## src/rtl/http_chunked_body_decoder_macros.svh

```systemverilog
// assertion helpers for the chunked body decoder
// both expect clk_i and rst_ni in the scope of the use
`ifndef HTTP_CHUNKED_BODY_DECODER_MACROS_SVH
`define HTTP_CHUNKED_BODY_DECODER_MACROS_SVH

// same-cycle implication
`define HCBD_ASSERT_SAME(label, lhs, rhs) \
  label: assert property (@(posedge clk_i) disable iff (!rst_ni) (lhs) |-> (rhs)) \
    else $error("hcbd same-cycle check failed");

// next-cycle implication
`define HCBD_ASSERT_NEXT(label, lhs, rhs) \
  label: assert property (@(posedge clk_i) disable iff (!rst_ni) (lhs) |=> (rhs)) \
    else $error("hcbd next-cycle check failed");

`endif

```

## src/rtl/hcbd_pkg.sv

```systemverilog
package hcbd_pkg;

  // parser phase
  typedef enum logic [3:0] {
    PH_SIZE    = 4'd0,
    PH_EXT     = 4'd1,
    PH_SIZE_LF = 4'd2,
    PH_DATA    = 4'd3,
    PH_DATA_CR = 4'd4,
    PH_DATA_LF = 4'd5,
    PH_END_CR  = 4'd6,
    PH_END_LF  = 4'd7,
    PH_DONE    = 4'd8,
    PH_ERR1    = 4'd9,
    PH_ERR2    = 4'd10,
    PH_ERR3    = 4'd11
  } phase_e;

  // error codes
  localparam logic [1:0] ERR_NONE     = 2'd0;
  localparam logic [1:0] ERR_NO_DIGIT = 2'd1;
  localparam logic [1:0] ERR_OVERFLOW = 2'd2;
  localparam logic [1:0] ERR_NO_CRLF  = 2'd3;

  // framing bytes
  localparam logic [7:0] CHAR_CR = 8'h0D;
  localparam logic [7:0] CHAR_LF = 8'h0A;

  // one result word
  typedef struct packed {
    logic [7:0] data_byte;
    logic       body_end;
    logic [1:0] error_code;
  } result_t;

endpackage

```

## src/rtl/http_chunked_body_decoder.sv

```systemverilog
// a byte accepted into the input register loads its result word, if any, into the
// result register when it advances, and the receiver takes the word from there
// throughput: one byte per cycle unless the full result slot stalls; phase and size
// counter update together; bytes with no result (size digits, framing, post-end) advance
// reset: asynchronous active low, clears phase, size counter, digit flag and valid flags
module http_chunked_body_decoder #(
  parameter int SIZE_BITS = 32
) (
  input  logic       clk_i,
  input  logic       rst_ni,
  input  logic       in_valid_i,
  output logic       in_stall_o,
  input  logic [7:0] in_byte_i,
  output logic       out_valid_o,
  input  logic       out_stall_i,
  output logic [7:0] data_byte_o,
  output logic       body_end_o,
  output logic [1:0] error_code_o
);
  import hcbd_pkg::*;
  `include "http_chunked_body_decoder_macros.svh"

  // input register
  logic       in_valid_q, in_valid_d;
  logic [7:0] in_byte_q;
  logic       out_free;
  logic       advance;

  assign advance    = in_valid_q && out_free;
  assign in_stall_o = in_valid_q && !out_free;

  always_comb begin
    in_valid_d = in_valid_q;
    if (in_valid_i && !in_stall_o) begin
      in_valid_d = 1'b1;
    end else if (advance) begin
      in_valid_d = 1'b0;
    end
  end

  always_ff @(posedge clk_i or negedge rst_ni) begin
    if (!rst_ni) begin
      in_valid_q <= 1'b0;
    end else begin
      in_valid_q <= in_valid_d;
    end
  end

  always_ff @(posedge clk_i) begin
    if (in_valid_i && !in_stall_o) in_byte_q <= in_byte_i;
  end

  // parser state
  phase_e               phase_q, phase_d;
  logic [SIZE_BITS-1:0] remaining_q, remaining_d;
  logic                 digit_seen_q, digit_seen_d;
  logic                 emit;
  result_t              step_res;
  result_t              out_res;

  hcbd_step #(
    .SIZE_BITS(SIZE_BITS)
  ) u_step (
    .phase_i     (phase_q),
    .remaining_i (remaining_q),
    .digit_seen_i(digit_seen_q),
    .byte_i      (in_byte_q),
    .phase_o     (phase_d),
    .remaining_o (remaining_d),
    .digit_seen_o(digit_seen_d),
    .emit_o      (emit),
    .res_o       (step_res)
  );

  always_ff @(posedge clk_i or negedge rst_ni) begin
    if (!rst_ni) begin
      phase_q      <= PH_SIZE;
      remaining_q  <= '0;
      digit_seen_q <= 1'b0;
    end else if (advance) begin
      phase_q      <= phase_d;
      remaining_q  <= remaining_d;
      digit_seen_q <= digit_seen_d;
    end
  end

  // result register
  hcbd_out_reg u_out (
    .clk_i      (clk_i),
    .rst_ni     (rst_ni),
    .load_i     (advance && emit),
    .res_i      (step_res),
    .free_o     (out_free),
    .out_valid_o(out_valid_o),
    .out_stall_i(out_stall_i),
    .res_o      (out_res)
  );

  assign data_byte_o  = out_res.data_byte;
  assign body_end_o   = out_res.body_end;
  assign error_code_o = out_res.error_code;

  // checks
  `HCBD_ASSERT_SAME(a_err_word_clean, out_valid_o && error_code_o != ERR_NONE,
                    data_byte_o == 8'd0 && !body_end_o)
  `HCBD_ASSERT_NEXT(a_err_sticky,
                    phase_q == PH_ERR1 || phase_q == PH_ERR2 || phase_q == PH_ERR3,
                    $stable(phase_q))
  `HCBD_ASSERT_NEXT(a_done_sticky, phase_q == PH_DONE, phase_q == PH_DONE)
  `HCBD_ASSERT_NEXT(a_end_then_done, out_valid_o && body_end_o, phase_q == PH_DONE)

endmodule

```

## src/rtl/hcbd_step.sv

```systemverilog
module hcbd_step #(
  parameter int SIZE_BITS = 32
) (
  input  hcbd_pkg::phase_e        phase_i,
  input  logic [SIZE_BITS-1:0]    remaining_i,
  input  logic                    digit_seen_i,
  input  logic [7:0]              byte_i,
  output hcbd_pkg::phase_e        phase_o,
  output logic [SIZE_BITS-1:0]    remaining_o,
  output logic                    digit_seen_o,
  output logic                    emit_o,
  output hcbd_pkg::result_t       res_o
);
  import hcbd_pkg::*;

  // hex digit decode
  logic       hex_ok;
  logic [3:0] hex_val;
  always_comb begin
    hex_ok  = 1'b1;
    hex_val = 4'd0;
    if (byte_i >= 8'h30 && byte_i <= 8'h39) begin
      hex_val = 4'(byte_i - 8'h30);
    end else if (byte_i >= 8'h41 && byte_i <= 8'h46) begin
      hex_val = 4'(byte_i - 8'h41 + 8'd10);
    end else if (byte_i >= 8'h61 && byte_i <= 8'h66) begin
      hex_val = 4'(byte_i - 8'h61 + 8'd10);
    end else begin
      hex_ok = 1'b0;
    end
  end

  logic                 top_nibble_busy;
  logic [SIZE_BITS-1:0] remaining_dec;
  assign top_nibble_busy = |remaining_i[SIZE_BITS-1 -: 4];
  assign remaining_dec   = remaining_i - SIZE_BITS'(1);

  // next phase
  always_comb begin
    phase_o = phase_i;
    unique case (phase_i)
      PH_SIZE: begin
        if (hex_ok) begin
          if (top_nibble_busy) phase_o = PH_ERR2;
        end else if (!digit_seen_i) begin
          phase_o = PH_ERR1;
        end else begin
          phase_o = (byte_i == CHAR_CR) ? PH_SIZE_LF : PH_EXT;
        end
      end
      PH_EXT: if (byte_i == CHAR_CR) phase_o = PH_SIZE_LF;
      PH_SIZE_LF: begin
        if (byte_i == CHAR_LF) begin
          phase_o = (remaining_i == '0) ? PH_END_CR : PH_DATA;
        end else if (byte_i != CHAR_CR) begin
          phase_o = PH_EXT;
        end
      end
      PH_DATA:    if (remaining_dec == '0) phase_o = PH_DATA_CR;
      PH_DATA_CR: phase_o = (byte_i == CHAR_CR) ? PH_DATA_LF : PH_ERR3;
      PH_DATA_LF: phase_o = (byte_i == CHAR_LF) ? PH_SIZE : PH_ERR3;
      PH_END_CR:  if (byte_i == CHAR_CR) phase_o = PH_END_LF;
      PH_END_LF: begin
        if (byte_i == CHAR_LF) begin
          phase_o = PH_DONE;
        end else if (byte_i != CHAR_CR) begin
          phase_o = PH_END_CR;
        end
      end
      default: phase_o = phase_i;
    endcase
  end

  // counter, digit flag and result word
  always_comb begin
    remaining_o  = remaining_i;
    digit_seen_o = digit_seen_i;
    emit_o       = 1'b0;
    res_o        = '{data_byte: 8'd0, body_end: 1'b0, error_code: ERR_NONE};
    unique case (phase_i)
      PH_SIZE: begin
        if (hex_ok) begin
          if (top_nibble_busy) begin
            emit_o           = 1'b1;
            res_o.error_code = ERR_OVERFLOW;
          end else begin
            remaining_o  = {remaining_i[SIZE_BITS-5:0], hex_val};
            digit_seen_o = 1'b1;
          end
        end else if (!digit_seen_i) begin
          emit_o           = 1'b1;
          res_o.error_code = ERR_NO_DIGIT;
        end
      end
      PH_DATA: begin
        remaining_o     = remaining_dec;
        emit_o          = 1'b1;
        res_o.data_byte = byte_i;
      end
      PH_DATA_CR: begin
        if (byte_i != CHAR_CR) begin
          emit_o           = 1'b1;
          res_o.error_code = ERR_NO_CRLF;
        end
      end
      PH_DATA_LF: begin
        if (byte_i != CHAR_LF) begin
          emit_o           = 1'b1;
          res_o.error_code = ERR_NO_CRLF;
        end else begin
          remaining_o  = '0;
          digit_seen_o = 1'b0;
        end
      end
      PH_END_LF: begin
        if (byte_i == CHAR_LF) begin
          emit_o         = 1'b1;
          res_o.body_end = 1'b1;
        end
      end
      PH_ERR1: begin
        emit_o           = 1'b1;
        res_o.error_code = ERR_NO_DIGIT;
      end
      PH_ERR2: begin
        emit_o           = 1'b1;
        res_o.error_code = ERR_OVERFLOW;
      end
      PH_ERR3: begin
        emit_o           = 1'b1;
        res_o.error_code = ERR_NO_CRLF;
      end
      default: emit_o = 1'b0;
    endcase
  end

endmodule

```

## src/rtl/hcbd_out_reg.sv

```systemverilog
module hcbd_out_reg (
  input  logic              clk_i,
  input  logic              rst_ni,
  input  logic              load_i,
  input  hcbd_pkg::result_t res_i,
  output logic              free_o,
  output logic              out_valid_o,
  input  logic              out_stall_i,
  output hcbd_pkg::result_t res_o
);
  import hcbd_pkg::*;

  logic    valid_q, valid_d;
  result_t res_q;

  // slot is free when empty or being taken this cycle
  assign free_o = !valid_q || !out_stall_i;

  always_comb begin
    valid_d = valid_q;
    if (load_i) begin
      valid_d = 1'b1;
    end else if (valid_q && !out_stall_i) begin
      valid_d = 1'b0;
    end
  end

  always_ff @(posedge clk_i or negedge rst_ni) begin
    if (!rst_ni) begin
      valid_q <= 1'b0;
    end else begin
      valid_q <= valid_d;
    end
  end

  // payload, no reset
  always_ff @(posedge clk_i) begin
    if (load_i) res_q <= res_i;
  end

  assign out_valid_o = valid_q;
  assign res_o       = res_q;

endmodule

```

## config.mk

```make
export PLATFORM = sky130hd
export DESIGN_NAME = http_chunked_body_decoder
export DESIGN_NICKNAME = d
export VERILOG_FILES = /design/src/rtl/hcbd_pkg.sv /design/src/rtl/http_chunked_body_decoder.sv /design/src/rtl/hcbd_step.sv /design/src/rtl/hcbd_out_reg.sv
export VERILOG_INCLUDE_DIRS = /design/src /design/src/rtl
export SDC_FILE = /design/constraint.sdc
export NUM_CORES = 1
export LEC_CHECK = 0
export BUFFER_PORTS_ARGS = -buffer_cell sky130_fd_sc_hd__clkbuf_2
export CORE_ASPECT_RATIO = 1.25
export CORE_UTILIZATION = 45
export DETAILED_ROUTE_END_ITERATION = 6
export PLACE_DENSITY = 0.62
export SYNTH_ARGS = -nofsm -noshare
export SYNTH_HDL_FRONTEND = slang
export SYNTH_SLANG_ARGS = --single-unit
```

## constraint.sdc

```tcl
create_clock -name clk_i -period 6.8 [get_ports clk_i]
set_clock_uncertainty 0.2 [all_clocks]
set_input_delay 1.02 -clock clk_i [delete_from_list [all_inputs] [get_ports clk_i]]
set_output_delay 1.02 -clock clk_i [all_outputs]
set_load 0.03 [all_outputs]
```

==> results_dict.tcl <==
set metrics [dict create \
    outcome "complete, no violations" \
    fin_crit_ns 3.53 \
    yosys_warnings 0 \
    antenna_left 0 \
    critPathMaxFanout 11 \
    multi_input_area_mm2 0.00217 \
    tns_ns 0 \
    placed_cells 547 \
    grt_start_max_net_pins 65 \
    cts_tree "built" \
    ff2ff_path_depth 8 \
    cts_hold_buf 0 \
    core_area_mm2 0.00833 \
    synth_cells 455 \
    crit_required_ns 6.56 \
    syn_nets 473 \
    worstPathArrival_ns 3.29 \
    place.gp.congestion 0.901 \
    clkTransAtPathRegs_ns 0.07 \
    place_area_mm2 0.00403 \
    final_cells 563 \
    rows 37 \
    area_delta_synth_final_pct 8.58 \
    grt_usage_pct 23.3 \
    synth_top_area_share_pct 24.9 \
    synth.area.top_cells "dfrtp_1, edfxtp_1, o21ai_0, nor2_1, a21oi_1" \
    setup_violations 0 \
    portBuffers 24 \
    r2r_slack_ns 3.27 \
    fin_crit_sh_pct 51.9 \
    r2r_end "u_out.res_o[4]$_SDFFCE_PN0P_" \
    crit_path_start_kind "flip-flop" \
    min_path_cells 1 \
    power_density_mw_per_mm2 498 \
    tightestPinTransition_ns 1.01 \
    drc 0 \
    yosysSeqAreaShare_pct 39.4 \
    regArea_mm2 0.00155 \
    timing.final.hold_violations 0 \
    vias_per_cell 6.48 \
    numClockSinks 58 \
    reg2reg_from "in_byte_q[0]$_DFFE_PP_" \
    fmax_mhz 283 \
    synth_top_flop_cell "dfrtp_1" \
    antenna_found_initial 0 \
    clock_path_buffers 2 \
    drtIter0Drc 290 \
    nets 479 \
    ir_worst_vdd_mv 0.197 \
    cpPeakStageDelay_ns 0.74 \
    syn_area_per_cell_um2 8.62 \
    grt_first_pass_wirelength_um 16700 \
    mostFrequentLayoutCells "o21ai_0, nor2_1, dfrtp_1, a21oi_1, clkbuf_2" \
    die-height_um 106 \
    cts_setup_buffers 0 \
    grt_pass1_vias 3402 \
    whs_ns 0.331 \
    num_io_pins 25 \
    vias 3647 \
    start_util_pct 47.1 \
    final_area_mm2 0.00426 \
    synth_edf_count 19 \
    worst_path_max_delay_cell "nor2b_1" \
    ys_types 65 \
    synth_top_area_cell "dfrtp_1" \
    min-delay-start "in_valid_q$_DFFE_PN0P_" \
    max-cap-violations 0 \
    slew_headroom_pct 31.9 \
    cp-end-kind "flip-flop" \
    finalPower_mw 2.12 \
    antennaDiodeCount 0 \
    p_leak_nw 1.61 \
    cts_root_buf "clkbuf_8" \
    async_reset_ff_share_pct 67.2 \
    cts_buffers 9 \
    slew_violations 0 \
    dr.pass1.iters 6 \
    critical_path_class "flip-flop to flip-flop" \
    netlist_area_mm2 0.00392 \
    cts-resized-gates 0 \
    synth.ff_latch_count 58 \
    dp_hpwl_um 7000 \
    layout_commonest_cell "o21ai_0" \
    dieArea_mm2 0.00910 \
    drive_gt1_share_pct 12.9 \
    crit_chain "inv_1 -> ha_1 -> or3b_2 -> and3_1 -> o21ai_0 -> a31oi_1 -> o21bai_1 -> nor2b_1" \
    clkLatencyLatePin_ns 0.34 \
    cts_max_level 3 \
    routedWlPerCell_um 18.1 \
    overflow 0 \
    n_fill_cell 802 \
    wl_um 10200 \
    die_w_um 85.5 \
    min_to "u_out.out_valid_o$_DFFE_PN0P_" \
    hold_class "flip-flop to flip-flop" \
    rsz0062_at_grt "no" \
]
## layer usage
| layer | vias to the layer above | GRT usage [%] | share of wire (%) |
|---|---|---|---|
| li1 | 1759 | - | - |
| met1 | 1762 | 29.0 | 44 |
| met2 | 111 | 39.7 | 50 |
| met3 | 15 | 4.19 | 4.2 |
| met4 | 0 | 9.40 | 2.0 |
| met5 | - | 0 | 0 |
## registers in the layout, summed over array words and instances (netlist names)
name	cells
phase_q	4
u_out.out_valid_o	1
in_byte_q	8
u_out.res_o	11
digit_seen_q	1
remaining_q	32
in_valid_q	1
## worst max path at each step
stage	start	cells past startpoint	end	slack [ns]
3_5_place_dp	in_byte_q[0]$_DFFE_PP_	8	u_out.res_o[6]$_SDFFCE_PN0P_	3.27
6_report	in_byte_q[0]$_DFFE_PP_	8	u_out.res_o[4]$_SDFFCE_PN0P_	3.27
3_3_place_gp	in_byte_q[0]$_DFFE_PP_	8	u_out.res_o[5]$_SDFFCE_PN0P_	3.37
5_1_grt	in_byte_q[0]$_DFFE_PP_	8	u_out.res_o[3]$_SDFFCE_PN0P_	2.99
2_1_floorplan	in_byte_q[0]$_DFFE_PP_	8	u_out.res_o[0]$_DFFE_PP_	3.68
4_1_cts	in_byte_q[0]$_DFFE_PP_	8	u_out.res_o[2]$_SDFFCE_PN0P_	3.24
## area by class of cell
class                           instances  area share [%]
Timing Repair Buffer                   28            3.53
Multi-Input combinational cell        353            51.0
Clock buffer                            9            2.91
Sequential cell                        58            36.3
Inverter                               11           0.969
Clock inverter                          7            2.41
Tap cell                               97            2.85
## report_power, final
group	leakage, nW	total (mW)	switching, mW	internal [mW]
Clock	0.110	0.367	0.158	0.209
Combinational	0.803	1.06	0.702	0.360
Sequential	0.696	0.689	0.199	0.490
Total	1.61	2.12	1.06	1.06
## cells in the mapped netlist (10+ instances only)
cell / n
a21oi_1: 31
a22oi_1: 14
clkbuf_1: 24
dfrtp_1: 39
edfxtp_1: 19
inv_1: 11
nand2_1: 19
nand3_1: 11
nand4_1: 10
nor2_1: 50
nor3_1: 21
nor4_1: 14
o21ai_0: 70
## stage by stage
step	util (%)	setup WS [ns]
finish	51.1	3.27
global route	51.1	2.99
CTS	51.1	3.24
detailed placement	48.4	3.27
global placement	48.4	3.37
floorplan	-	3.68
## worst max-delay path: cells and delay by family, from the launching register on
family | cells | cell delay, ns
AO/OA/AOI/OAI | 3 | 0.75
adder cells (fa/ha/maj) | 1 | 0.18
buffers and inverters | 1 | 0.15
AND/OR/NAND/NOR | 3 | 1.41
flip-flops | 1 | 0.47
## logic make-up (layout without fill, tap and decap cells)
| group | Yosys count | in the layout | synth area share [%] |
|---|---|---|---|
| xor+xnor | 6 | 6 | 1.34 |
| buf+inv | 44 | 55 | 5.30 |
| compound gates | 168 | 168 | 27.1 |
| flops | 58 | 58 | 39.4 |
| fa+ha+maj | 6 | 6 | 1.91 |
| mux | 3 | 3 | 0.766 |
| simple gates | 170 | 170 | 24.1 |
(Power assumes the default switching activity.)
